## config.mk

```make
export PLATFORM = sky130hd
export DESIGN_NAME = radix_digit_calculator
export DESIGN_NICKNAME = d
export VERILOG_FILES = /design/src/sv/rdc_pkg.sv /design/src/sv/radix_digit_calculator.sv /design/src/sv/rdc_divider.sv
export VERILOG_INCLUDE_DIRS = /design/src /design/src/sv
export SDC_FILE = /design/constraint.sdc
export NUM_CORES = 2
export LEC_CHECK = 0
export CAP_MARGIN = 10
export CORE_MARGIN = 2
export CORE_UTILIZATION = 51
export CTS_CLUSTER_DIAMETER = 120
export DETAILED_ROUTE_END_ITERATION = 10
export DONT_BUFFER_PORTS = 1
export PLACE_DENSITY = 0.67
export SYNTH_ARGS = -nofsm -noshare
export SYNTH_HDL_FRONTEND = slang
export SYNTH_SLANG_ARGS = --single-unit
```

## constraint.sdc

```tcl
create_clock -name i_clk -period 20.4 [get_ports i_clk]
set_clock_uncertainty 0.15 [all_clocks]
set_input_delay 4.08 -clock i_clk [delete_from_list [all_inputs] [get_ports i_clk]]
set_output_delay 4.08 -clock i_clk [all_outputs]
set_load 0.05 [all_outputs]
```

## src/sv/radix_digit_calculator_defines.svh

```systemverilog
// ----------------------------------------------------------------------------
// radix_digit_calculator_defines
// Assertion macros for the radix digit calculator.
// ----------------------------------------------------------------------------
`ifndef RADIX_DIGIT_CALCULATOR_DEFINES_SVH
`define RADIX_DIGIT_CALCULATOR_DEFINES_SVH

`ifndef NO_ASSERTIONS
// clocked check, idle while reset is low
`define RDC_ASSERT(lbl, clk, rst_n, prop, msg) \
    lbl: assert property (@(posedge clk) disable iff (!rst_n) prop) else $error(msg);
// clocked check, also active during reset
`define RDC_ASSERT_ALWAYS(lbl, clk, prop, msg) \
    lbl: assert property (@(posedge clk) prop) else $error(msg);
`else
`define RDC_ASSERT(lbl, clk, rst_n, prop, msg)
`define RDC_ASSERT_ALWAYS(lbl, clk, prop, msg)
`endif

`endif

```

## src/sv/rdc_pkg.sv

```systemverilog
// ----------------------------------------------------------------------------
// rdc_pkg
// Shared types, codes and helper functions of the radix digit calculator.
// ----------------------------------------------------------------------------
package rdc_pkg;

    localparam int OP_W         = 30;   // operand text and binary operand width
    localparam int DIV_W        = 60;   // answer, product and dividend width
    localparam int DIGIT_W      = 4;
    localparam int NARROW_STEPS = 6;    // quotient bits per cycle, small divisor
    localparam int NARROW_CYC   = DIV_W / NARROW_STEPS;
    localparam int WIDE_CYC     = OP_W;
    localparam int CNT_W        = $clog2(WIDE_CYC + 1);

    localparam int IN_DIGITS_DEF  = 9;
    localparam int OUT_DIGITS_DEF = 18;

    localparam logic [1:0] CMD_ADD = 2'd0;
    localparam logic [1:0] CMD_SUB = 2'd1;
    localparam logic [1:0] CMD_MUL = 2'd2;
    localparam logic [1:0] CMD_DIV = 2'd3;

    localparam logic [2:0] ST_OK        = 3'd0;
    localparam logic [2:0] ST_BAD_BASE  = 3'd1;
    localparam logic [2:0] ST_BAD_DIGIT = 3'd2;
    localparam logic [2:0] ST_DIV_ZERO  = 3'd3;
    localparam logic [2:0] ST_NEGATIVE  = 3'd4;
    localparam logic [2:0] ST_OVERFLOW  = 3'd5;

    localparam logic [DIGIT_W-1:0] BASE_MIN = 4'd2;
    localparam logic [DIGIT_W-1:0] BASE_MAX = 4'd10;
    localparam logic [DIGIT_W-1:0] TEN      = 4'd10;

    typedef struct packed {
        logic [1:0]         cmd;
        logic [3:0]         in_base;
        logic [OP_W-1:0]    first_operand;
        logic [OP_W-1:0]    second_operand;
        logic [3:0]         out_base;
    } t_in_word;

    typedef struct packed {
        logic [DIV_W-1:0]   answer;
        logic [2:0]         status;
    } t_out_word;

    typedef struct packed {
        logic start;
        logic narrow;
    } t_div_ctrl;

    typedef struct packed {
        logic busy;
        logic done;
    } t_div_stat;

    function automatic logic [63:0] pow10(input int n);
        logic [63:0] acc;
        acc = 64'd1;
        for (int i = 0; i < n; i++) acc = acc * 64'd10;
        return acc;
    endfunction

    function automatic logic [63:0] repunit(input int n);
        logic [63:0] acc;
        acc = 64'd0;
        for (int i = 0; i < n; i++) acc = acc * 64'd10 + 64'd1;
        return acc;
    endfunction

    // small digit times a wide value, as shift and add
    function automatic logic [DIV_W-1:0] mul_digit(input logic [DIGIT_W-1:0] d,
                                                   input logic [DIV_W-1:0] x);
        logic [DIV_W-1:0] acc;
        acc = '0;
        for (int i = 0; i < DIGIT_W; i++) begin
            if (d[i]) acc = acc + (x << i);
        end
        return acc;
    endfunction

endpackage

```

## src/sv/radix_digit_calculator.sv

```systemverilog
// ----------------------------------------------------------------------------
// radix_digit_calculator
// Checks two operands in a base from 2 to 10, converts them to binary, adds,
// subtracts, multiplies or divides them and writes the answer in the output
// base, with a status code.
// ----------------------------------------------------------------------------
//
//  channel | direction | handshake                  | word
//  --------+-----------+----------------------------+---------------------------
//  in      | input     | i_in_valid / o_in_ready    | i_in_data  (t_in_word)
//  out     | output    | o_out_valid / i_out_ready  | o_out_data (t_out_word)
//
// One word at a time. Each operand digit takes the shared divider by ten,
// then a test and accumulate; each answer digit takes the divider by
// out_base; a divide command first runs the divider in its one-bit-per-cycle
// mode and then collects the quotient. Base and digit errors end early.
// Reset is synchronous, active low, and leaves the block idle and empty.
// A finished word sits in the output register; a new input word is taken
// meanwhile, and its result waits in the done state until the register frees.
`include "radix_digit_calculator_defines.svh"

module radix_digit_calculator
    import rdc_pkg::*;
#(
    parameter int IN_DIGITS  = IN_DIGITS_DEF,
    parameter int OUT_DIGITS = OUT_DIGITS_DEF
) (
    input  logic      i_clk,
    input  logic      i_rst_n,
    input  logic      i_in_valid,
    output logic      o_in_ready,
    input  t_in_word  i_in_data,
    output logic      o_out_valid,
    input  logic      i_out_ready,
    output t_out_word o_out_data
);

    localparam int N_W = $clog2(OUT_DIGITS + 1);
    // operand text must stay below ten to the power of the digit count
    localparam logic [DIV_W-1:0] IN_LIMIT = DIV_W'(pow10(IN_DIGITS));
    // all-ones in decimal digits; times (base - 1) gives the saturated answer
    localparam logic [DIV_W-1:0] REPUNIT  = DIV_W'(repunit(OUT_DIGITS));

    typedef enum logic [8:0] {
        S_IDLE     = 9'b000000001,
        S_CHECK    = 9'b000000010,
        S_IN_TEST  = 9'b000000100,
        S_IN_DIV   = 9'b000001000,
        S_ARITH    = 9'b000010000,
        S_QDIV     = 9'b000100000,
        S_OUT_TEST = 9'b001000000,
        S_OUT_DIV  = 9'b010000000,
        S_DONE     = 9'b100000000
    } t_state;

    t_state           r_state, n_state;
    t_in_word         r_req, n_req;
    logic             r_opsel, n_opsel;
    logic [OP_W-1:0]  r_text, n_text;
    logic [OP_W-1:0]  r_place_in, n_place_in;
    logic [OP_W-1:0]  r_acc_in, n_acc_in;
    logic [OP_W-1:0]  r_a, n_a;
    logic [OP_W-1:0]  r_b, n_b;
    logic [DIV_W-1:0] r_v, n_v;
    logic [DIV_W-1:0] r_place_out, n_place_out;
    logic [DIV_W-1:0] r_acc_out, n_acc_out;
    logic [N_W-1:0]   r_n, n_n;
    logic [2:0]       r_status, n_status;
    logic [DIV_W-1:0] r_answer, n_answer;
    logic             r_out_valid, n_out_valid;
    t_out_word        r_out_word, n_out_word;

    t_div_ctrl        div_ctrl;
    t_div_stat        div_stat;
    logic [DIV_W-1:0] div_dividend;
    logic [OP_W-1:0]  div_divisor;
    logic [DIV_W-1:0] div_quo;
    logic [OP_W-1:0]  div_rem;

    logic             bases_ok;
    logic             digits_fit;
    logic [DIGIT_W-1:0] ob_m1;

    rdc_divider u_div (
        .i_clk       (i_clk),
        .i_rst_n     (i_rst_n),
        .i_ctrl      (div_ctrl),
        .i_dividend  (div_dividend),
        .i_divisor   (div_divisor),
        .o_stat      (div_stat),
        .o_quotient  (div_quo),
        .o_remainder (div_rem)
    );

    assign bases_ok   = (r_req.in_base >= BASE_MIN) && (r_req.in_base <= BASE_MAX) &&
                        (r_req.out_base >= BASE_MIN) && (r_req.out_base <= BASE_MAX);
    assign digits_fit = (DIV_W'(r_req.first_operand) < IN_LIMIT) &&
                        (DIV_W'(r_req.second_operand) < IN_LIMIT);
    assign ob_m1      = r_req.out_base - DIGIT_W'(1);

    always_comb begin
        logic [DIGIT_W-1:0] dig;
        n_state     = r_state;
        n_req       = r_req;
        n_opsel     = r_opsel;
        n_text      = r_text;
        n_place_in  = r_place_in;
        n_acc_in    = r_acc_in;
        n_a         = r_a;
        n_b         = r_b;
        n_v         = r_v;
        n_place_out = r_place_out;
        n_acc_out   = r_acc_out;
        n_n         = r_n;
        n_status    = r_status;
        n_answer    = r_answer;
        // drop the held word once the consumer takes it
        n_out_valid = r_out_valid && !i_out_ready;
        n_out_word  = r_out_word;
        div_ctrl     = '0;
        div_dividend = '0;
        div_divisor  = '0;
        dig          = div_rem[DIGIT_W-1:0];

        unique case (r_state)
            S_IDLE: begin
                if (i_in_valid) begin
                    n_req   = i_in_data;
                    n_state = S_CHECK;
                end
            end
            S_CHECK: begin
                if (!bases_ok) begin
                    n_status = ST_BAD_BASE;
                    n_answer = '0;
                    n_state  = S_DONE;
                end else if (!digits_fit) begin
                    n_status = ST_BAD_DIGIT;
                    n_answer = '0;
                    n_state  = S_DONE;
                end else begin
                    n_text     = r_req.first_operand;
                    n_place_in = OP_W'(1);
                    n_acc_in   = '0;
                    n_opsel    = 1'b0;
                    n_state    = S_IN_TEST;
                end
            end
            S_IN_TEST: begin
                if (r_text == '0) begin
                    // operand finished: store it, then move on to the next one
                    if (!r_opsel) begin
                        n_a        = r_acc_in;
                        n_text     = r_req.second_operand;
                        n_place_in = OP_W'(1);
                        n_acc_in   = '0;
                        n_opsel    = 1'b1;
                    end else begin
                        n_b     = r_acc_in;
                        n_state = S_ARITH;
                    end
                end else begin
                    // peel off the lowest decimal digit
                    div_ctrl.start  = 1'b1;
                    div_ctrl.narrow = 1'b1;
                    div_dividend    = DIV_W'(r_text);
                    div_divisor     = OP_W'(TEN);
                    n_state         = S_IN_DIV;
                end
            end
            S_IN_DIV: begin
                if (div_stat.done) begin
                    if (dig >= r_req.in_base) begin
                        n_status = ST_BAD_DIGIT;
                        n_answer = '0;
                        n_state  = S_DONE;
                    end else begin
                        n_acc_in   = r_acc_in +
                                     OP_W'(mul_digit(dig, DIV_W'(r_place_in)));
                        n_place_in = OP_W'(mul_digit(r_req.in_base, DIV_W'(r_place_in)));
                        n_text     = div_quo[OP_W-1:0];
                        n_state    = S_IN_TEST;
                    end
                end
            end
            S_ARITH: begin
                n_n         = '0;
                n_place_out = DIV_W'(1);
                n_acc_out   = '0;
                n_state     = S_OUT_TEST;
                case (r_req.cmd)
                    CMD_ADD: n_v = DIV_W'(r_a) + DIV_W'(r_b);
                    CMD_SUB: begin
                        if (r_a < r_b) begin
                            n_status = ST_NEGATIVE;
                            n_answer = '0;
                            n_state  = S_DONE;
                        end else begin
                            n_v = DIV_W'(r_a - r_b);
                        end
                    end
                    CMD_MUL: n_v = DIV_W'(r_a) * DIV_W'(r_b);
                    default: begin
                        if (r_b == '0) begin
                            n_status = ST_DIV_ZERO;
                            n_answer = '0;
                            n_state  = S_DONE;
                        end else begin
                            // dividend in the top half: quotient lands in the low bits
                            div_ctrl.start  = 1'b1;
                            div_ctrl.narrow = 1'b0;
                            div_dividend    = {r_a, {(DIV_W-OP_W){1'b0}}};
                            div_divisor     = r_b;
                            n_state         = S_QDIV;
                        end
                    end
                endcase
            end
            S_QDIV: begin
                if (div_stat.done) begin
                    n_v     = div_quo;
                    n_state = S_OUT_TEST;
                end
            end
            S_OUT_TEST: begin
                if (r_v == '0) begin
                    n_status = ST_OK;
                    n_answer = r_acc_out;
                    n_state  = S_DONE;
                end else if (r_n == N_W'(OUT_DIGITS)) begin
                    n_status = ST_OVERFLOW;
                    n_answer = mul_digit(ob_m1, REPUNIT);
                    n_state  = S_DONE;
                end else begin
                    div_ctrl.start  = 1'b1;
                    div_ctrl.narrow = 1'b1;
                    div_dividend    = r_v;
                    div_divisor     = OP_W'(r_req.out_base);
                    n_state         = S_OUT_DIV;
                end
            end
            S_OUT_DIV: begin
                if (div_stat.done) begin
                    n_acc_out   = r_acc_out + mul_digit(dig, r_place_out);
                    n_place_out = (r_place_out << 3) + (r_place_out << 1);
                    n_v         = div_quo;
                    n_n         = r_n + N_W'(1);
                    n_state     = S_OUT_TEST;
                end
            end
            S_DONE: begin
                // hold the result until the output register is free
                if (!r_out_valid || i_out_ready) begin
                    n_out_valid        = 1'b1;
                    n_out_word.answer  = r_answer;
                    n_out_word.status  = r_status;
                    n_state            = S_IDLE;
                end
            end
            default: n_state = S_IDLE;
        endcase
    end

    always_ff @(posedge i_clk) begin
        if (!i_rst_n) begin
            r_state     <= S_IDLE;
            r_out_valid <= 1'b0;
        end else begin
            r_state     <= n_state;
            r_out_valid <= n_out_valid;
        end
        r_req       <= n_req;
        r_opsel     <= n_opsel;
        r_text      <= n_text;
        r_place_in  <= n_place_in;
        r_acc_in    <= n_acc_in;
        r_a         <= n_a;
        r_b         <= n_b;
        r_v         <= n_v;
        r_place_out <= n_place_out;
        r_acc_out   <= n_acc_out;
        r_n         <= n_n;
        r_status    <= n_status;
        r_answer    <= n_answer;
        r_out_word  <= n_out_word;
    end

    assign o_in_ready  = (r_state == S_IDLE);
    assign o_out_valid = r_out_valid;
    assign o_out_data  = r_out_word;

    `RDC_ASSERT(a_accept_to_check, i_clk, i_rst_n,
        (i_in_valid && o_in_ready) |=> (r_state == S_CHECK), "accepted word did not start")
    `RDC_ASSERT(a_overflow_count, i_clk, i_rst_n,
        (r_state == S_DONE && r_status == ST_OVERFLOW) |-> (r_n == N_W'(OUT_DIGITS)),
        "overflow flagged before all answer digits were used")
    `RDC_ASSERT(a_div_start_idle, i_clk, i_rst_n,
        div_ctrl.start |-> !div_stat.busy, "divider restarted while busy")
    `RDC_ASSERT(a_out_from_done, i_clk, i_rst_n,
        $rose(o_out_valid) |-> ($past(r_state) == S_DONE), "result shown outside done state")

endmodule

```

## src/sv/rdc_divider.sv

```systemverilog
// ----------------------------------------------------------------------------
// rdc_divider
// Shared restoring divider: one quotient bit per cycle against a full-width
// divisor, or several bits per cycle against a divisor below sixteen.
// ----------------------------------------------------------------------------
module rdc_divider
    import rdc_pkg::*;
(
    input  logic             i_clk,
    input  logic             i_rst_n,
    input  t_div_ctrl        i_ctrl,
    input  logic [DIV_W-1:0] i_dividend,
    input  logic [OP_W-1:0]  i_divisor,
    output t_div_stat        o_stat,
    output logic [DIV_W-1:0] o_quotient,
    output logic [OP_W-1:0]  o_remainder
);

    logic             r_busy, n_busy;
    logic             r_done, n_done;
    logic             r_narrow, n_narrow;
    logic [CNT_W-1:0] r_cnt, n_cnt;
    logic [DIV_W-1:0] r_quo, n_quo;
    logic [OP_W-1:0]  r_rem, n_rem;
    logic [OP_W-1:0]  r_div, n_div;

    always_comb begin
        logic [OP_W:0]      wrem;
        logic [DIGIT_W:0]   nrem5;
        logic [DIGIT_W-1:0] nrem;
        logic [DIV_W-1:0]   nquo;
        logic               qbit;
        n_busy   = r_busy;
        n_done   = 1'b0;
        n_narrow = r_narrow;
        n_cnt    = r_cnt;
        n_quo    = r_quo;
        n_rem    = r_rem;
        n_div    = r_div;
        wrem     = '0;
        nrem5    = '0;
        nrem     = '0;
        nquo     = '0;
        qbit     = 1'b0;
        if (i_ctrl.start) begin
            n_busy   = 1'b1;
            n_narrow = i_ctrl.narrow;
            n_cnt    = i_ctrl.narrow ? CNT_W'(NARROW_CYC) : CNT_W'(WIDE_CYC);
            n_quo    = i_dividend;
            n_rem    = '0;
            n_div    = i_divisor;
        end else if (r_busy) begin
            if (r_narrow) begin
                nrem = r_rem[DIGIT_W-1:0];
                nquo = r_quo;
                for (int s = 0; s < NARROW_STEPS; s++) begin
                    nrem5 = {nrem, nquo[DIV_W-1]};
                    qbit  = (nrem5 >= {1'b0, r_div[DIGIT_W-1:0]});
                    if (qbit) nrem5 = nrem5 - {1'b0, r_div[DIGIT_W-1:0]};
                    nrem  = nrem5[DIGIT_W-1:0];
                    nquo  = {nquo[DIV_W-2:0], qbit};
                end
                n_rem = OP_W'(nrem);
                n_quo = nquo;
            end else begin
                wrem = {r_rem, r_quo[DIV_W-1]};
                qbit = (wrem >= {1'b0, r_div});
                if (qbit) wrem = wrem - {1'b0, r_div};
                n_rem = wrem[OP_W-1:0];
                n_quo = {r_quo[DIV_W-2:0], qbit};
            end
            n_cnt = r_cnt - CNT_W'(1);
            if (r_cnt == CNT_W'(1)) begin
                n_busy = 1'b0;
                n_done = 1'b1;
            end
        end
    end

    always_ff @(posedge i_clk) begin
        if (!i_rst_n) begin
            r_busy <= 1'b0;
            r_done <= 1'b0;
            r_cnt  <= '0;
        end else begin
            r_busy <= n_busy;
            r_done <= n_done;
            r_cnt  <= n_cnt;
        end
        r_narrow <= n_narrow;
        r_quo    <= n_quo;
        r_rem    <= n_rem;
        r_div    <= n_div;
    end

    assign o_stat.busy  = r_busy;
    assign o_stat.done  = r_done;
    assign o_quotient   = r_quo;
    assign o_remainder  = r_rem;

endmodule

```

Word-level counts from Yosys, hierarchy flattened. Index checks and enable logic that the tools add are counted. Widths: inputs -> output; s select.

Logic and storage cells: 315. Bits of input ports: 74. Register bits: 670.

Reductions and logical operators: 32. $lt $le $gt $ge: 15. Multiply operators: 1. $add $sub $neg: 27. Eq/ne operators: 32. Bitwise gates (word level): 3. Muxes and demuxes: 177.

Operator list (number): $mux 60 (43); $mux 30 (52); $pmux 60 s2 (4); $pmux 30 s3 (4); $pmux 60 s3 (2); $add 60x60->60 (5); $pmux 60 s4 (1); $add 30x30->30 (7); $mux 9 (13); $mux 4 (24); $pmux 9 s8 (1); $add 60x58->60 const B (1); $add 60x59->60 const B (1); $add 60x60->60 const B (1); $logic_not 30->1 (2); $logic_not 60->1 (1); $lt 30x30->1 const B (2); $mul 30x30->60 (1); $mux 57 (1); $add 30x30->31 (1); $ge 31x30->1 (1); $sub 30x30->31 (1); $ge 5x4->1 (6); $lt 30x30->1 (1); 51 further kinds (111).

Logic depth before layout (Yosys ltp).
Word-level depth: 29. Depth in mapped cells: 61.

Hierarchy. A second synthesis with hierarchy kept.

Cells, all modules: 10479. Area total of the unflattened synthesis: 91217.5 um^2.

By module, submodules not included: radix_digit_calculator (cells an instance 9632, instances 1, area each 83093.4 um^2); rdc_divider (cells an instance 847, instances 1, area each 8124.0 um^2).

Least setup slack after synthesis. Ideal clock, no wire load.

Path type: register to register. Start point: register u_div.r_rem[0], in the netlist u_div.o_remainder[0]. End point: register r_state[2]. Required time: 20.111 ns. Data arrival time: 16.978 ns. Path buffers: 3. Library setup time: 0.139 ns. Cell stages (with the launch flop): 13. Setup slack: 3.133 ns. Path through: dfxtp_1 > buf_4 > buf_4 > inv_1 > clkbuf_1 > ha_1 > nand2b_1 > a21o_1 > a21o_1 > a21oi_1 > o21ai_0 > a2111oi_0 > and2_1.

Word-level cells in the longest chain between the ends: 4.

Ends and longest elaborated chain: start: declaration (RTL line rdc_divider.sv:24) `logic [OP_W-1:0] r_rem, n_rem;`; start signal: assignment (RTL line rdc_divider.sv:92) `r_rem <= n_rem;`; $ge 4x4->1 (RTL line radix_digit_calculator.sv:173) `if (dig >= r_req.in_base) begin`; $mux 9 (RTL line radix_digit_calculator.sv:173); $mux 9 (RTL line radix_digit_calculator.sv:172) `if (div_stat.done) begin`; $pmux 9 s8 (RTL line radix_digit_calculator.sv:125) `unique case (r_state)`; end signal: assignment (RTL line radix_digit_calculator.sv:269) `r_state <= n_state;`; end: declaration (RTL line radix_digit_calculator.sv:56) `t_state r_state, n_state;`.

No other way between the ends. The select of a mux whose other input is x is not followed. A chain may end at the register's enable or synchronous reset.

Worst setup path in the final report.
Start point: register u_div.r_rem[0], in the netlist u_div.o_remainder[0]. End point: register r_acc_out[59] (data pin).

Word-level cells in the longest chain between the ends: 18.

Ends and longest elaborated chain: $mux 60 * (RTL line rdc_pkg.sv:77) `if (d[i]) acc = acc + (x << i);`; $mux 60 * (RTL line radix_digit_calculator.sv:243) `if (div_stat.done) begin`; $mux 60 * (RTL line radix_digit_calculator.sv:125); $add 60x60->60 (RTL line rdc_pkg.sv:77); $mux 60 * (RTL line rdc_pkg.sv:77); $mux 60 * (RTL line radix_digit_calculator.sv:243); $mux 60 * (RTL line radix_digit_calculator.sv:125); $add 60x60->60 (RTL line rdc_pkg.sv:77); [2 not listed]; $mux 60 * (RTL line radix_digit_calculator.sv:125); $add 60x60->60 (RTL line rdc_pkg.sv:77); $mux 60 * (RTL line rdc_pkg.sv:77); $mux 60 * (RTL line radix_digit_calculator.sv:243); $mux 60 * (RTL line radix_digit_calculator.sv:125); $add 60x60->60 * (RTL line radix_digit_calculator.sv:244) `n_acc_out = r_acc_out + mul_digit(dig, r_place_out);`; $mux 60 * (RTL line radix_digit_calculator.sv:243); $pmux 60 s2 * (RTL line radix_digit_calculator.sv:125); end signal: assignment (RTL line radix_digit_calculator.sv:281) `r_acc_out <= n_acc_out;`; end: declaration (RTL line radix_digit_calculator.sv:66) `logic [DIV_W-1:0] r_acc_out, n_acc_out;`.

Every way passes the cells marked *; elsewhere a longest branch is shown, timed or not. The select of a mux whose other input is x is not followed.

==> flow_summary_export.csv <==
group,metric,value,unit
floorplanning,start_util,51.3,%
finish,drive_gt1_share,4.54,%
detailed_routing,vias,75300,
timing,hold_ws,268,ps
run,maxCapViolCount,0,
synth,synth_edf_count,623,
synth,postSynthAreaPerCell,8.78,um2
timing,grt_setup_unrepaired,"no",
critical_path,cp-endpoint,"r_acc_out[59]$_SDFFCE_PN0P_",
critical_path,cp.required,20680,ps
synth,async_reset_ff_share,0,%
power,p_sw_share,49.3,%
timing,slew_violations,0,
finish,areaGrowthSynthToFinish,5.66,%
floorplanning,io_pins,139,
detailed_routing,firstDrtPassIters,6,
synth,syn_area,89200,um2
placed_design,hpwl,216000,um
detailed_routing,vias_per_cell,6.12,
critical_path,r2r_slack,7580,ps
critical_path,cp-end-kind,"flip-flop",
power,p_comb_share,76.0,%
clock_tree,cts_sinks,670,
clock_tree,cts_buffers,83,
critical_path,reg2reg_to,"r_acc_out[59]$_SDFFCE_PN0P_",
power,p_per_area,146,nW/um2
detailed_routing,drt-total-wl,283000,um
outcome,outcome,"finished clean",
synth,synthTopCellsByArea,"edfxtp_1 (21%), fa_1 (18%), ha_1 (12%), nand2_1 (5.2%), inv_1 (4.8%)",
synth,postSynthCellCount,10200,
critical_path,reg2regPathDepth,51,
power,seq_power_share,12.8,%
power,total_leakage_power,41.9,nW
global_route,gr-usage-met2,48.4,%
detailed_routing,drt_iter0_drc,7737,
global_route,busiest_layer,"met2",
timing,finalSetupViolations,0,
global_route,grt_pass1_wl,439000,um
placed_design,place_ws,7910,ps
timing,post-route-period-util,62.9,%
placed_design,port_buffers,0,
timing,setup_ws,7580,ps
global_route,grt_pass1_vias,74600,
clock_tree,cts_root_buffer,"clkbuf_16",
detailed_routing,drc,0,
floorplanning,die-area,178000,um2
synth,synth_top_area_cell,"edfxtp_1",
synth,seq_area_frac_synth,22.0,%
critical_path,path_max_fanout,43,
global_route,grt_usage,31.5,%
floorplanning,die_h,422,um
detailed_routing,wl_per_cell,23.0,um
power,p_switching,0.00680,W
finish,num-nets-final,11600,
global_route,grt.met1_usage,43.6,%
synth,synth_nets,11900,
min_path,min_path_type,"reg -> reg",
critical_path,reg2reg_from,"u_div.o_remainder[0]$_SDFFE_PP0P_",
clock_tree,clockBufferDepth,3,
clock_tree,cts.clk_slew.worst_paths,60,ps
critical_path,slowest_stage,"o21ai_0",
timing,fmax,78.0,MHz
power,max-vdd-ir-drop,174,uV
synth,synth_top_area_share,21.0,%
floorplanning,core_area,174000,um2
timing,tightestPinTransition,1210,ps
critical_path,critPathLaunch,"u_div.o_remainder[0]$_SDFFE_PP0P_",
clock_tree,cts_setup_buffers,0,
critical_path,worstSetupPathType,"reg -> reg",
floorplanning,die_x,422,um
synth,synth_seq_cells,670,
critical_path,slowest_delay,630,ps
floorplanning,num_rows,153,
critical_path,start_kind,"flip-flop",
clock_tree,ctsResizeCount,0,
critical_path,cp.arrival,13100,ps
finish,nFillCells,16000,
global_route,met3_usage,5.67,%
power,intPower,0.00700,W
global_route,grt-ovfl-total,0,
synth,ys_types,107,
timing,slew_headroom,18.4,%
placed_design,routabilityCongestion,1.00,
critical_path,critPathMostFrequentCell,"a21oi_1",
synth,yosys_warnings,0,
clock_tree,hold_buffers,0,
power,clockPowerShare,11.2,%
timing,min_period,12820,ps
timing,finalSetupTns,0,ps
finish,layout_common_cells,"nand2_1 (1234), inv_1 (1145), ha_1 (861)",
clock_tree,cts_tree,"done",
timing,hold_viol,0,
synth,synth_ff_type,"edfxtp_1",
clock_tree,htreeDepth,3,
finish,final_common_cell,"nand2_1",
detailed_routing,ant_nets,0,
global_route,grt_max_degree,98,
clock_tree,clock_latency,730,ps
global_route,antenna_found_initial,15,
[metrics by stage]
stage | total power (W) | util [%] | instances | cell area [um2]
finish | 0.0138 | 54.2 | 12300 | 94300
global route | 0.0150 | 54.2 | 12300 | 94200
detailed placement | 0.0121 | 52.6 | 12100 | 91400
floorplan | 0.00999 | - | 10200 | 89200
global placement | 0.0119 | 52.6 | 12100 | 91400
CTS | 0.0137 | 54.2 | 12300 | 94200
[cells by family after synthesis]
logic type	after synthesis	share of synthesized area [%]
fa+ha+maj	1665	30.1
mux	214	2.56
compound gates	2389	17.1
simple gates	3014	15.5
flops	670	22.0
xor+xnor	586	5.78
buf+inv	1627	6.87
[Yosys cell counts, types with 47 or more instances]
master / number
clkbuf_1: 415
nand3_1: 133
dfxtp_1: 47
o21ai_0: 467
o21a_1: 95
nand2b_1: 109
mux2_2: 113
nor2b_1: 70
ha_1: 862
and3_1: 69
edfxtp_1: 623
a21oi_1: 729
a31oi_1: 60
nand2_1: 1235
inv_1: 1148
nor2_1: 691
nor4_1: 47
fa_1: 800
xor2_1: 219
a211oi_1: 68
o21bai_1: 102
a22oi_1: 106
a21o_1: 334
and2_1: 307
xnor2_1: 365
nor3_1: 143
mux2i_1: 101
nand4_1: 68
buf_1: 47
[how the worst min path moves through the flow]
stage               slack (ps)  cells after the start                  startpoint                        to
CTS                        270                      0  r_answer[23]$_SDFFCE_PP0P_  o_out_data[26]$_DFFE_PP_
global route               270                      0  r_answer[14]$_SDFFCE_PP0P_  o_out_data[17]$_DFFE_PP_
global placement           250                      0  r_answer[29]$_SDFFCE_PP0P_  o_out_data[32]$_DFFE_PP_
detailed placement         250                      0  r_answer[50]$_SDFFCE_PP0P_  o_out_data[53]$_DFFE_PP_
finish                     270                      0  r_answer[57]$_SDFFCE_PP0P_  o_out_data[60]$_DFFE_PP_
floorplan                  250                      0       r_status[0]$_DFFE_PP_   o_out_data[0]$_DFFE_PP_
[sequential cells by signal, summed over array words and instances, names as in the netlist, 9 cells and up]
name and count:
u_div.r_div 30, r_v 60, o_out_data 63, r_state 9, r_req 70, r_place_out 60
r_answer 60, r_acc_out 60, r_place_in 30, r_b 30, r_text 30, r_acc_in 30
r_a 30, u_div.o_quotient 60, u_div.o_remainder 30
[routing by layer]
layer / vias up / part of all wire (%)
li1: 34300 / -
met1: 37200 / 42
met2: 3293 / 44
met3: 542 / 9.2
met4: 4 / 4.6
met5: - / 0.0095
[critical path: cells and delay by family (launching register included)]
family,cells,cell delay (ps)
compound gates,22,5540
xor+xnor,5,940
fa+ha+maj,6,2200
buf+inv,3,410
simple gates,15,2670
flops,1,620
[power by group through the flow]
stage	clock (W)	sequential, W	combinational (W)
after floorplan	0	0.00170	0.00829
after global placement	0	0.00178	0.0101
after detailed placement	0	0.00179	0.0103
after CTS	0.00158	0.00176	0.0104
after global routing	0.00162	0.00176	0.0117
final	0.00155	0.00176	0.0105
[cell type report]
| class | instances | area (um2) | share of cell area (%) |
|---|---|---|---|
| Antenna cell | 8 | 20.0 | 0.0212 |
| Clock buffer | 104 | 2230 | 2.36 |
| Clock inverter | 49 | 583 | 0.619 |
| Inverter | 1151 | 4320 | 4.59 |
| Multi-Input combinational cell | 7868 | 63500 | 67.4 |
| Sequential cell | 670 | 19700 | 20.9 |
| Tap cell | 2325 | 2910 | 3.09 |
| Timing Repair Buffer | 133 | 1000 | 1.06 |
No activity file was read; power rests on OpenSTA's default activity.
